==> config.mk <==
export PLATFORM = sky130hd
export DESIGN_NAME = elevator_look_controller_top
export DESIGN_NICKNAME = d
export VERILOG_FILES = /design/src/sv/elc_pkg.sv /design/src/sv/elevator_look_controller_top.sv
export VERILOG_INCLUDE_DIRS = /design/src /design/src/sv
export SDC_FILE = /design/constraint.sdc
export NUM_CORES = 1
export LEC_CHECK = 0
export BUFFER_PORTS_ARGS = -buffer_cell sky130_fd_sc_hd__buf_2
export CAP_MARGIN = 25
export CORE_UTILIZATION = 45
export CTS_CLUSTER_DIAMETER = 150
export DETAILED_ROUTE_END_ITERATION = 10
export GPL_TIMING_DRIVEN = 0
export SLEW_MARGIN = 15
export SYNTH_ARGS = -nofsm -noshare
export SYNTH_HDL_FRONTEND = slang
export SYNTH_SLANG_ARGS = --single-unit
==> constraint.sdc <==
create_clock -name clk -period 5.45 [get_ports clk]
set_clock_uncertainty 0.05 [all_clocks]
set_input_delay 0.8175 -clock clk [delete_from_list [all_inputs] [get_ports clk]]
set_output_delay 0.8175 -clock clk [all_outputs]
set_load 0.01 [all_outputs]
==> src/sv/elevator_look_controller_top_assert.svh <==
// Assertion macros for the LOOK elevator controller.
// Each macro expects clk and arst_n to be visible where it is used.
`ifndef ELEVATOR_LOOK_CONTROLLER_TOP_ASSERT_SVH
`define ELEVATOR_LOOK_CONTROLLER_TOP_ASSERT_SVH

// Condition that must hold at every clock edge out of reset.
`define ELC_ASSERT_ALWAYS(lbl, cond, msg) \
	lbl: assert property (@(posedge clk) disable iff (!arst_n) (cond)) \
		else $error(msg);

// Consequent that must hold in the same cycle as the antecedent.
`define ELC_ASSERT_NOW(lbl, ante, cons, msg) \
	lbl: assert property (@(posedge clk) disable iff (!arst_n) (ante) |-> (cons)) \
		else $error(msg);

// Consequent that must hold in the cycle after the antecedent.
`define ELC_ASSERT_NEXT(lbl, ante, cons, msg) \
	lbl: assert property (@(posedge clk) disable iff (!arst_n) (ante) |=> (cons)) \
		else $error(msg);

`endif

==> src/sv/elc_pkg.sv <==
// ----------------------------------------------------------------------------
// elc_pkg
// Codes, register indexes and reset values for the LOOK elevator controller.
// ----------------------------------------------------------------------------
package elc_pkg;

	localparam int unsigned FLOORS_DEF = 16;

	localparam int unsigned FLOOR_W = 5;
	localparam int unsigned TIME_W  = 32;
	localparam int unsigned CFG_W   = 16;
	localparam int unsigned CFG_IDX_W = 2;
	localparam int unsigned TALLY_W = 5;

	typedef logic [2:0]             opcode_t;
	typedef logic [1:0]             dir_t;
	typedef logic [1:0]             mode_t;
	typedef logic [FLOOR_W-1:0]     floor_t;
	typedef logic [TIME_W-1:0]      stamp_t;
	typedef logic [CFG_IDX_W-1:0]   cfg_idx_t;
	typedef logic [TALLY_W-1:0]     tally_t;

	// opcodes
	localparam opcode_t OP_TICK  = 3'd0;
	localparam opcode_t OP_CABIN = 3'd1;
	localparam opcode_t OP_UP    = 3'd2;
	localparam opcode_t OP_DOWN  = 3'd3;
	localparam opcode_t OP_RESET = 3'd4;

	// travel direction
	localparam dir_t DIR_NONE = 2'd0;
	localparam dir_t DIR_UP   = 2'd1;
	localparam dir_t DIR_DESC = 2'd2;

	// control mode
	localparam mode_t MODE_IDLE  = 2'd0;
	localparam mode_t MODE_MOVE  = 2'd1;
	localparam mode_t MODE_BLINK = 2'd2;
	localparam mode_t MODE_DOOR  = 2'd3;

	// register indexes
	localparam cfg_idx_t REG_MOVE_TIME  = 2'd0;
	localparam cfg_idx_t REG_BLINK_INTV = 2'd1;
	localparam cfg_idx_t REG_BLINK_CYC  = 2'd2;
	localparam cfg_idx_t REG_DOOR_TIME  = 2'd3;

	// register reset values
	localparam logic [15:0] MOVE_TIME_RST  = 16'd2000;
	localparam logic [15:0] BLINK_INTV_RST = 16'd500;
	localparam logic [3:0]  BLINK_CYC_RST  = 4'd3;
	localparam logic [15:0] DOOR_TIME_RST  = 16'd3000;

	localparam floor_t FLOOR_BOTTOM = 5'd1;

endpackage

==> src/sv/elevator_look_controller_top.sv <==
// ----------------------------------------------------------------------------
// elevator_look_controller_top
// LOOK scheduling elevator controller: call registers, car motion, arrival
// lamp blinking and door timing, one event or tick per transfer.
// ----------------------------------------------------------------------------
// Usage:
// Input channel (in_valid / in_stall) carries one event per transfer: a tick
// with its millisecond time, a cabin or hall call, or a soft reset. Output
// channel (out_valid / out_stall) returns exactly one status transfer per
// event: car floor, direction, mode, lamp, rejected-call flag and pending
// flag, all taken after the event has been applied.
// Path: an event is captured in the input register, then the scheduler logic
// writes the state and the result register at the same edge, which raises
// out_valid; a held result can keep the event waiting in the input register.
// One event is taken every cycle while the output is free;
// the rate is set by the single-cycle state update loop.
// When the receiver stalls, the result register holds and the input register
// stays full, so in_stall rises in the same cycle and no event is lost.
// Timing registers are written through cfg_wr_en / cfg_index / cfg_data.
// After arst_n: no calls, car at floor 1, stopped, idle, timing registers at
// their defaults, both channels empty.
// ----------------------------------------------------------------------------
`include "elevator_look_controller_top_assert.svh"

module elevator_look_controller_top
	import elc_pkg::*;
#(
	parameter int unsigned FLOORS = FLOORS_DEF
) (
	input  logic                 clk,
	input  logic                 arst_n,

	input  logic                 cfg_wr_en,
	input  logic [CFG_IDX_W-1:0] cfg_index,
	input  logic [CFG_W-1:0]     cfg_data,

	input  logic                 in_valid,
	output logic                 in_stall,
	input  logic [2:0]           opcode,
	input  logic [4:0]           floor_number,
	input  logic [31:0]          now_ms,

	output logic                 out_valid,
	input  logic                 out_stall,
	output logic [4:0]           car_floor,
	output logic [1:0]           travel_direction,
	output logic [1:0]           control_mode,
	output logic                 lamp_on,
	output logic                 call_rejected,
	output logic                 calls_pending
);

	localparam floor_t FLOOR_TOP = FLOOR_W'(FLOORS);

	typedef logic [FLOORS:1] calls_t;

	// configuration registers
	logic [15:0] move_time_q, blink_intv_q, door_time_q;
	logic [3:0]  blink_cyc_q;

	// input stage
	logic    valid_s1;
	opcode_t opcode_s1;
	floor_t  floor_s1;
	stamp_t  now_s1;

	// scheduler state
	calls_t cab_q, up_q, dn_q;
	floor_t floor_q;
	dir_t   dir_q;
	mode_t  mode_q;
	stamp_t move_stamp_q, blink_stamp_q, door_stamp_q;
	tally_t tally_q;
	logic   lamp_q;

	// result stage
	logic   valid_s2;
	floor_t floor_s2;
	dir_t   dir_s2;
	mode_t  mode_s2;
	logic   lamp_s2, rej_s2, pend_s2;

	logic advance;

	// next state
	calls_t cab_d, up_d, dn_d;
	floor_t floor_d;
	dir_t   dir_d;
	mode_t  mode_d;
	stamp_t move_stamp_d, blink_stamp_d, door_stamp_d;
	tally_t tally_d;
	logic   lamp_d, rej_d;

	// floor masks for the current floor and the floor after one move
	calls_t all_c, here_c, above_c, here_n, above_n, below_n, req_bit;
	floor_t nf;
	logic   move_due, blink_due, door_due, can_move, beyond_n, stop_n;
	tally_t tally_inc;
	logic [TALLY_W:0] blink_limit;

	assign advance  = valid_s1 && (!valid_s2 || !out_stall);
	assign in_stall = valid_s1 && !advance;

	always_ff @(posedge clk or negedge arst_n) begin
		if (!arst_n) begin
			move_time_q  <= MOVE_TIME_RST;
			blink_intv_q <= BLINK_INTV_RST;
			blink_cyc_q  <= BLINK_CYC_RST;
			door_time_q  <= DOOR_TIME_RST;
		end else if (cfg_wr_en) begin
			case (cfg_index)
				REG_MOVE_TIME:  move_time_q  <= cfg_data;
				REG_BLINK_INTV: blink_intv_q <= cfg_data;
				REG_BLINK_CYC:  blink_cyc_q  <= cfg_data[3:0];
				REG_DOOR_TIME:  door_time_q  <= cfg_data;
				default: ;
			endcase
		end
	end

	always_ff @(posedge clk or negedge arst_n) begin
		if (!arst_n) begin
			valid_s1 <= 1'b0;
		end else if (in_valid && !in_stall) begin
			valid_s1 <= 1'b1;
		end else if (advance) begin
			valid_s1 <= 1'b0;
		end
	end

	always_ff @(posedge clk) begin
		if (in_valid && !in_stall) begin
			opcode_s1 <= opcode;
			floor_s1  <= floor_number;
			now_s1    <= now_ms;
		end
	end

	always_comb begin
		all_c = cab_q | up_q | dn_q;
		nf    = (dir_q == DIR_UP) ? floor_q + 5'd1 : floor_q - 5'd1;
		for (int i = 1; i <= FLOORS; i++) begin
			here_c[i]  = (floor_q == FLOOR_W'(i));
			above_c[i] = (FLOOR_W'(i) > floor_q);
			here_n[i]  = (nf == FLOOR_W'(i));
			above_n[i] = (FLOOR_W'(i) > nf);
			below_n[i] = (FLOOR_W'(i) < nf);
			req_bit[i] = (floor_s1 == FLOOR_W'(i));
		end
	end

	always_comb begin
		move_due  = (now_s1 - move_stamp_q) >= {16'd0, move_time_q};
		blink_due = (now_s1 - blink_stamp_q) >= {16'd0, blink_intv_q};
		door_due  = (now_s1 - door_stamp_q) >= {16'd0, door_time_q};
		can_move  = (dir_q == DIR_UP && floor_q < FLOOR_TOP) ||
			(dir_q == DIR_DESC && floor_q > FLOOR_BOTTOM);
		beyond_n  = (dir_q == DIR_UP)   ? |(all_c & above_n) :
			(dir_q == DIR_DESC) ? |(all_c & below_n) : 1'b0;
		// hall call against travel only counts when nothing lies further on
		stop_n    = |(cab_q & here_n) ||
			(dir_q == DIR_UP &&
				(|(up_q & here_n) || (|(dn_q & here_n) && !beyond_n))) ||
			(dir_q == DIR_DESC &&
				(|(dn_q & here_n) || (|(up_q & here_n) && !beyond_n)));
		tally_inc   = tally_q + 5'd1;
		blink_limit = {1'b0, blink_cyc_q, 1'b0};
	end

	always_comb begin
		cab_d         = cab_q;
		up_d          = up_q;
		dn_d          = dn_q;
		floor_d       = floor_q;
		dir_d         = dir_q;
		mode_d        = mode_q;
		move_stamp_d  = move_stamp_q;
		blink_stamp_d = blink_stamp_q;
		door_stamp_d  = door_stamp_q;
		tally_d       = tally_q;
		lamp_d        = lamp_q;
		rej_d         = 1'b0;
		case (opcode_s1)
			OP_TICK: begin
				case (mode_q)
					MODE_IDLE: begin
						if (|(all_c & here_c)) begin
							cab_d   = cab_q & ~here_c;
							up_d    = up_q & ~here_c;
							dn_d    = dn_q & ~here_c;
							mode_d  = MODE_BLINK;
							tally_d = '0;
						end else if (|all_c) begin
							dir_d        = |(all_c & above_c) ? DIR_UP : DIR_DESC;
							mode_d       = MODE_MOVE;
							move_stamp_d = now_s1;
						end else begin
							dir_d = DIR_NONE;
						end
					end
					MODE_MOVE: begin
						if (move_due) begin
							if (!can_move) begin
								mode_d = MODE_IDLE;
								dir_d  = DIR_NONE;
							end else begin
								floor_d      = nf;
								move_stamp_d = now_s1;
								if (stop_n) begin
									cab_d   = cab_q & ~here_n;
									up_d    = up_q & ~here_n;
									dn_d    = dn_q & ~here_n;
									mode_d  = MODE_BLINK;
									tally_d = '0;
								end else if (!beyond_n) begin
									if (!(|all_c)) begin
										mode_d = MODE_IDLE;
										dir_d  = DIR_NONE;
									end else begin
										dir_d = (dir_q == DIR_UP) ? DIR_DESC : DIR_UP;
									end
								end
							end
						end
					end
					MODE_BLINK: begin
						if (tally_q == '0) begin
							blink_stamp_d = now_s1;
							lamp_d        = 1'b1;
							tally_d       = 5'd1;
						end else if (blink_due) begin
							lamp_d        = !lamp_q;
							blink_stamp_d = now_s1;
							tally_d       = tally_inc;
							if ({1'b0, tally_inc} > blink_limit) begin
								mode_d       = MODE_DOOR;
								door_stamp_d = now_s1;
							end
						end
					end
					default: begin
						if (door_due) begin
							mode_d = MODE_IDLE;
							lamp_d = 1'b0;
						end
					end
				endcase
			end
			OP_CABIN, OP_UP, OP_DOWN: begin
				if (floor_s1 == '0 || floor_s1 > FLOOR_TOP) begin
					rej_d = 1'b1;
				end else if (opcode_s1 == OP_CABIN) begin
					cab_d = cab_q | req_bit;
				end else if (opcode_s1 == OP_UP) begin
					up_d = up_q | req_bit;
				end else begin
					dn_d = dn_q | req_bit;
				end
			end
			OP_RESET: begin
				cab_d   = '0;
				up_d    = '0;
				dn_d    = '0;
				floor_d = FLOOR_BOTTOM;
				dir_d   = DIR_NONE;
				mode_d  = MODE_IDLE;
				tally_d = '0;
				lamp_d  = 1'b0;
			end
			default: ;
		endcase
	end

	always_ff @(posedge clk or negedge arst_n) begin
		if (!arst_n) begin
			cab_q         <= '0;
			up_q          <= '0;
			dn_q          <= '0;
			floor_q       <= FLOOR_BOTTOM;
			dir_q         <= DIR_NONE;
			mode_q        <= MODE_IDLE;
			move_stamp_q  <= '0;
			blink_stamp_q <= '0;
			door_stamp_q  <= '0;
			tally_q       <= '0;
			lamp_q        <= 1'b0;
		end else if (advance) begin
			cab_q         <= cab_d;
			up_q          <= up_d;
			dn_q          <= dn_d;
			floor_q       <= floor_d;
			dir_q         <= dir_d;
			mode_q        <= mode_d;
			move_stamp_q  <= move_stamp_d;
			blink_stamp_q <= blink_stamp_d;
			door_stamp_q  <= door_stamp_d;
			tally_q       <= tally_d;
			lamp_q        <= lamp_d;
		end
	end

	always_ff @(posedge clk or negedge arst_n) begin
		if (!arst_n) begin
			valid_s2 <= 1'b0;
		end else if (advance) begin
			valid_s2 <= 1'b1;
		end else if (!out_stall) begin
			valid_s2 <= 1'b0;
		end
	end

	always_ff @(posedge clk) begin
		if (advance) begin
			floor_s2 <= floor_d;
			dir_s2   <= dir_d;
			mode_s2  <= mode_d;
			lamp_s2  <= lamp_d;
			rej_s2   <= rej_d;
			pend_s2  <= |(cab_d | up_d | dn_d);
		end
	end

	assign out_valid        = valid_s2;
	assign car_floor        = floor_s2;
	assign travel_direction = dir_s2;
	assign control_mode     = mode_s2;
	assign lamp_on          = lamp_s2;
	assign call_rejected    = rej_s2;
	assign calls_pending    = pend_s2;

	// car never leaves the shaft
	`ELC_ASSERT_ALWAYS(a_floor_range, floor_q >= FLOOR_BOTTOM && floor_q <= FLOOR_TOP,
		"car floor out of range")
	// moving always has a direction
	`ELC_ASSERT_NOW(a_move_dir, mode_q == MODE_MOVE, dir_q != DIR_NONE,
		"moving with no direction")
	// lamp only lit around an arrival
	`ELC_ASSERT_NOW(a_lamp_mode, lamp_q, mode_q == MODE_BLINK || mode_q == MODE_DOOR,
		"lamp lit outside arrival")
	// input only stalls with an event waiting in stage one
	`ELC_ASSERT_NOW(a_stall_full, in_stall, valid_s1,
		"input stalled with stage one empty")
	// every stage-one transfer produces a result
	`ELC_ASSERT_NEXT(a_result_follows, advance, valid_s2,
		"result missing after transfer")

endmodule

# Yosys cells after proc, flatten, opt, wreduce, memory -nomap -nowiden
# Index checks and enable logic that the tools add are counted.
totals:
  output_inout_bits: 14
  inputBits: 63
  elab_cells: 312
  ff_bits: 265
classes:
  addsub: 6
  n_reduce_logical: 50
  magnitude_cmp: 55
  mux: 82
  n_eq_ne: 70
  bitwise: 23
op_table:
  columns: ["operator", "count"]
  rows:
  - ["$mux 16", 20]
  - ["$and 16x16->16", 13]
  - ["$mux 32", 6]
  - ["$pmux 16 s3", 3]
  - ["$reduce_or 16->1", 9]
  - ["$eq 5x4->1 const B", 24]
  - ["$or 16x16->16", 7]
  - ["$ge 32x16->1", 3]
  - ["$pmux 16 s2", 3]
  - ["$sub 32x32->32", 3]
  - ["$gt 4x5->1 const A", 16]
  - ["$pmux 32 s2", 1]
  - ["$eq 5x3->1 const B", 12]
  - ["$mux 5", 10]
  - ["$gt 3x5->1 const A", 8]
  - ["$lt 4x5->1 const A", 8]
  - ["$mux 2", 20]
  - ["$not 16->16", 2]
  - ["$eq 5x2->1 const B", 6]
  - ["$gt 2x5->1 const A", 4]
  - ["$lt 3x5->1 const A", 4]
  - ["$pmux 5 s2", 2]
  - ["$eq 5x1->1 const B", 3]
  - ["$eq 5x5->1 const B", 3]
  - ["40 further kinds", 96]

# Logic depth before layout (Yosys ltp)
depth:
  word_depth: 21
  ltp_mapped: 26
  ltp_nobuf: 26

# Least setup slack after synthesis
# OpenSTA, ideal clock, no wires.
synth_path:
  kind: "register to register"
  startpoint: "reg now_s1[0]"
  endpoint: "reg blink_stamp_q[10]"
  arrival_time_ns: 4.965
  path_buffers: 1
  t_required_ns: 5.275
  setup_ns: 0.125
  path_stages_with_launch: 23
  synth_period_minus_slack_ns: 5.140
  path_slack_ns: 0.310
  path_cell_list: "edfxtp_1 inv_1 ha_1 inv_1 fa_1 a21o_1 a21oi_1 o21ai_0 a2111oi_0 o21bai_1 a21o_1 xor2_1 ha_1 and4_1 a2111oi_0 o311ai_0 nor3_1 o2111a_1 nand4_1 nor2_1 a21oi_1 buf_2 mux2_2"
synth_via:
  elab_chain_cells: 4
synth_lines:
  columns: ["item", "line", "source"]
  rows:
  - ["start, declared", "elevator_look_controller_top.sv:65", "stamp_t now_s1;"]
  - ["start signal, assigned", "elevator_look_controller_top.sv:135", "now_s1 <= now_ms;"]
  - ["$sub 32x32->32", "elevator_look_controller_top.sv:154", "blink_due = (now_s1 - blink_stamp_q) >= {16'd0, blink_intv_q};"]
  - ["$ge 32x16->1", "elevator_look_controller_top.sv:154", null]
  - ["$reduce_bool 2->1 (no line)", null, null]
  - ["$reduce_and 4->1 (no line)", null, null]
  - ["end signal, assigned", "elevator_look_controller_top.sv:295", "blink_stamp_q <= blink_stamp_d;"]
  - ["end, declared", "elevator_look_controller_top.sv:72", "stamp_t move_stamp_q, blink_stamp_q, door_stamp_q;"]
# Every way passes these cells.
# A chain may end at the register's enable or synchronous reset.

# Final worst setup path
layout_path:
  startpoint: "reg floor_q[0]"
  endpoint: "reg pend_s2, in the netlist calls_pending (data pin)"
layout_via:
  elab_chain_cells: 21
  elab_cells_between_ends: 124
  cone_classes: "2 x add/sub; 34 x order compare; 32 x eq/ne; 21 x mux; 16 x bitwise; 19 x reduce/logical"
layout_lines:
  columns: ["item", "line", "source"]
  rows:
  - ["start, declared", "elevator_look_controller_top.sv:69", "floor_t floor_q;"]
  - ["start signal, assigned", "elevator_look_controller_top.sv:291", "floor_q <= floor_d;"]
  - ["$sub 5x1->5 or $add 5x1->5 (tied branches)", "elevator_look_controller_top.sv:141", "nf = (dir_q == DIR_UP) ? floor_q + 5'd1 : floor_q - 5'd1;"]
  - ["$mux 5", "elevator_look_controller_top.sv:141", null]
  - ["$lt 1x5->1 (tied with other cells)", "elevator_look_controller_top.sv:147", "below_n[i] = (FLOOR_W'(i) < nf);"]
  - ["$and 16x16->16", "elevator_look_controller_top.sv:159", "(dir_q == DIR_DESC) ? |(all_c & below_n) : 1'b0;"]
  - ["$reduce_or 16->1", "elevator_look_controller_top.sv:159", null]
  - ["$mux 1", "elevator_look_controller_top.sv:159", null]
  - ["$mux 1", "elevator_look_controller_top.sv:158", "beyond_n = (dir_q == DIR_UP) ? |(all_c & above_n) :"]
  - ["$logic_not 1->1", null, null]
  - ["[... 5 more ...]", null, null]
  - ["$mux 16", "elevator_look_controller_top.sv:209", "if (stop_n) begin"]
  - ["$mux 16", "elevator_look_controller_top.sv:203", "if (!can_move) begin"]
  - ["$mux 16", "elevator_look_controller_top.sv:202", "if (move_due) begin"]
  - ["$pmux 16 s2", "elevator_look_controller_top.sv:185", "case (mode_q)"]
  - ["$pmux 16 s3", "elevator_look_controller_top.sv:183", "case (opcode_s1)"]
  - ["$or 16x16->16", "elevator_look_controller_top.sv:319", "pend_s2 <= |(cab_d | up_d | dn_d);"]
  - ["$or 16x16->16 (*)", "elevator_look_controller_top.sv:319", null]
  - ["$reduce_or 16->1 (*)", "elevator_look_controller_top.sv:319", null]
  - ["end signal, assigned", "elevator_look_controller_top.sv:319", null]
  - ["end, declared", "elevator_look_controller_top.sv:81", "logic lamp_s2, rej_s2, pend_s2;"]
# Mark *: on every way between the ends. The rest lies on a longest branch, timed or not.

==> summary.md <==
| Metric | Value |
|---|---|
| Syn_area_per_cell | approximately 9 sq um |
| CTS clock-pin slew for the worst setup and hold paths | approximately 0.06 ns |
| Placed cell areas | approximately 0.021 sq mm |
| Global routing usage on met2 | about half |
| Synthesized cell area | 0.02001 sq mm |
| Commonest cells after routing, fill and taps aside | inv_1 (195), dfrtp_1 (191), nand2_1 (168), ha_1 (150), nor2_1 (147) |
| Vias/cell | about 6.1 |
| Busiest grt layer | met2 |
| Final hold viol count | 0 |
| Fillers | approximately 4.0k |
| H-Tree Depth | 2 |
| Chip Width | ~210 um |
| Total vias in the final route | roughly 19k |
| Layout cells sized above 1 | about a quarter |
| Sinks on the clock net | about 270 |
| Core ar. | between 0.04 and 0.05 sq mm |
| Ant. Diodes | 0 |
| Seq/Total Area, Yosys | between 30% and 40% |
| Crit share post-route | 103.1% |
| Met3 Use GR | 4.118% |
| Gr ovfl total | 0 |
| Cell area after layout | about 0.024 sq mm |
| Fin nets | roughly 2.7k |
| Num CTS Buffers | 36 |
| Die footprint | between 0.04 and 0.05 sq mm |
| Grt met1 use | about two fifths |
| Post-DP HPWL | between 50,000 and 60,000 um |
| Wire length per cell | between 20 and 25 um |
| Final setup violation count | 80 |
| Post-synthesis cell type count | 100 |
| Setup crit end kind | flip-flop |
| Residual DRC | 0 |
| Synthesis-to-layout area growth | 21.44% |
| Commonest non-fill, non-tap cell in the layout | inv_1 |
| Fin crit period | about 5.6 ns |
| Required @ worst endpoint | ~5.7 ns |
| Synth async-reset ratio | between 80% and 90% |
| Die Ht | 212.9 um |
| CTS tree | done |
| Initial DRC count | 1,635 |
| Yosys reg bits | between 200 and 300 |
| Maximum vdd drop | 0.4057 mV |
| Root buf cell | clkbuf_16 |
| Tot Pwr | between 10,000 and 15,000 uW |
| RSZ-0062 raised after global routing | yes |
| Starting Density | a little under half |
| Port bufs | 76 |
| Hold-fix buffers, CTS | 0 |
| Initial antenna violation count | 0 |
| Sw Pwr | 5334 uW |
| PD cells | 499.5 mW/mm^2 |
| Relative slew slack | 25.35% |
| Antenna viol nets, final | 0 |
| Clock power frac | between 20% and 30% |
| Largest net degree at the start of global routing | between 90 and 100 |
| EDFF count, synth | 52 |
| GP Congestion | between 0.9 and 1 |
| Wire length of the first global-routing pass | ~100,000 um |
| Int Pwr | between 6000 and 7000 uW |
| Worst-Skew Late Latency | roughly 0.57 ns |
| Sequential power share | 23.1% |
| Pleak | 0.01051 uW |
| Worst endpoint data arrival time | slightly below 6 ns |
| # IOs | just under 80 |
| Vias in the first global route | roughly 18k |
| WHS | 0.03964 ns |
| WS Path Type | flip-flop to flip-flop |
| Failing checks | setup timing |
| GRT Overall Usage | 30.31% |
| Max Fclk | about 0.18 GHz |
| First-pass DRT Iterations | 5 |
| Worst slew pin tran | 1.111 ns |
| Sw frac | 43.96% |
| Final Util | a little under three fifths |
| Setup tns final | -1.886 ns |
| Outcome | finished, violations left |
| Number of max-cap violations | 0 |
| Critical Path Fanout Max | 12 |
| Synth warnings | 0 |
| Comb pwr share | ~57% |
| Slew Limit Fails | 0 |
| Cells after Synth | around 2.2k |
| WL final | 68,640 um |
| PnR worst setup slack | -0.1700 ns |
| Min-Delay Path Class | primary input to asynchronous set/reset pin |
| Clock Path Buffers | 3 |
| FP Rows | 76 |
| Post-synthesis net count | about 2.5k |
| Critical Path Start Type | flip-flop |
| Ys flop type | dfrtp_1 |
==> logic make-up (layout without fill, tap and decap cells) <==
kind of cell               Yosys count  count (layout)  share of synthesized area (%)
AOI/OAI and AO/OA                  657             658                          22.06
xor gates and xnor gates            60              60                          2.795
adders and majority gates          160             160                          10.12
buffers and inverters              284             500                          6.035
DFF                                265             265                          34.58
muxes                              136             136                          7.617
and+or+nand+nor                    686             686                          16.79
==> power groups by stage <==
stage / clock, uW / sequential [uW] / combinational [uW]
5_1_grt: 2560 / 2860 / 7530
6_report: 2460 / 2810 / 6870
3_5_place_dp: 0 / 2830 / 6110
2_1_floorplan: 0 / 2740 / 4510
3_3_place_gp: 0 / 2820 / 6030
4_1_cts: 2490 / 2800 / 6510
==> stage by stage <==
stage                     setup slack [ns]  cells
after floorplan                     0.3104   2248
after global placement              -2.763   2909
after detailed placement            -2.080   2913
after CTS                          -0.2936   3018
after global routing               -0.3537   3050
final                              -0.1700   3050
==> timing repair <==
item                       4_1_cts  5_1_grt
setup endpoints to repair      170      170
resized for setup              179      175
pin swaps                       59       76
setup buffers                   36       27
gates cloned                     8        4
==> synth_stat cells (all sizes together), types with 28 or more instances <==
library cell | n | area (sq um)
nand3 | 61 | 305.3
inv | 199 | 747.0
o21ai | 182 | 910.9
xnor2 | 33 | 304.0
a21oi | 132 | 671.9
nand2b | 28 | 182.7
mux2 | 117 | 1321
dfrtp | 191 | 4780
nor3 | 67 | 335.3
ha | 157 | 1964
clkbuf | 64 | 310.3
a21o | 44 | 331.6
edfxtp | 52 | 1562
nand2 | 194 | 728.2
nor2 | 152 | 570.6
==> flip-flops by register name (all words and copies together), names as in the netlist, 3 cells and up <==
register / cells
blink_stamp_q: 32
door_stamp_q: 32
move_stamp_q: 32
now_s1: 32
blink_intv_q: 16
cab_q: 16
dn_q: 16
door_time_q: 16
move_time_q: 16
up_q: 16
car_floor: 5
floor_q: 5
floor_s1: 5
tally_q: 5
blink_cyc_q: 4
opcode_s1: 3
==> worst paths after layout <==
check / depth (start not counted) / start / slack, ns / end
max: 15 / floor_q[0]$_DFFE_PN1P_ / -0.17 / calls_pending$_DFFE_PP_
min: 1 / arst_n / 0.04 / blink_intv_q[3]$_DFFE_PN0P_
max reg2reg: 15 / floor_q[0]$_DFFE_PN1P_ / -0.17 / calls_pending$_DFFE_PP_
min reg2reg: 1 / blink_stamp_q[9]$_DFFE_PN0P_ / 0.45 / blink_stamp_q[9]$_DFFE_PN0P_
max in group asynchronous: 3 / arst_n / 4.06 / up_q[6]$_DFFE_PN0P_
min in group clk: 1 / now_ms[5] / 0.37 / now_s1[5]$_DFFE_PP_
==> final cells by class <==
cell class | count | area, sq um | share of cell area [%]
sequential | 265 | 6919 | 28.48
buffer | 79 | 566.8 | 2.333
clock buffer | 48 | 1017 | 4.187
multi-input combinational | 1700 | 12850 | 52.89
timing repair buffer | 155 | 1255 | 5.165
inverter | 201 | 755.7 | 3.110
tap | 585 | 732.0 | 3.013
clock inverter | 17 | 200.2 | 0.8239
==> layer usage <==
layer | share of wire [%] | vias to the layer above
met5 | 0 | -
met4 | 3.1 | 0
met3 | 6.0 | 136
met2 | 48 | 653
met1 | 43 | 9114
li1 | - | 8615
==> critical path: stages, from the launching register on <==
cell and delay (ns):
dfstp_2 0.63, clkinv_2 0.22, buf_2 0.28, ha_1 0.52, and3_1 0.31, or2_1 0.32, or2_2 0.30, a221o_1 0.41
o41ai_4 0.37, a2111oi_2 0.18, a211oi_2 0.51, a31oi_2 0.24, a32oi_1 0.25, o2111ai_1 0.17, nor4bb_2 0.41, nand4_1 0.17
Note: power is estimated with default switching activity, not from simulation.
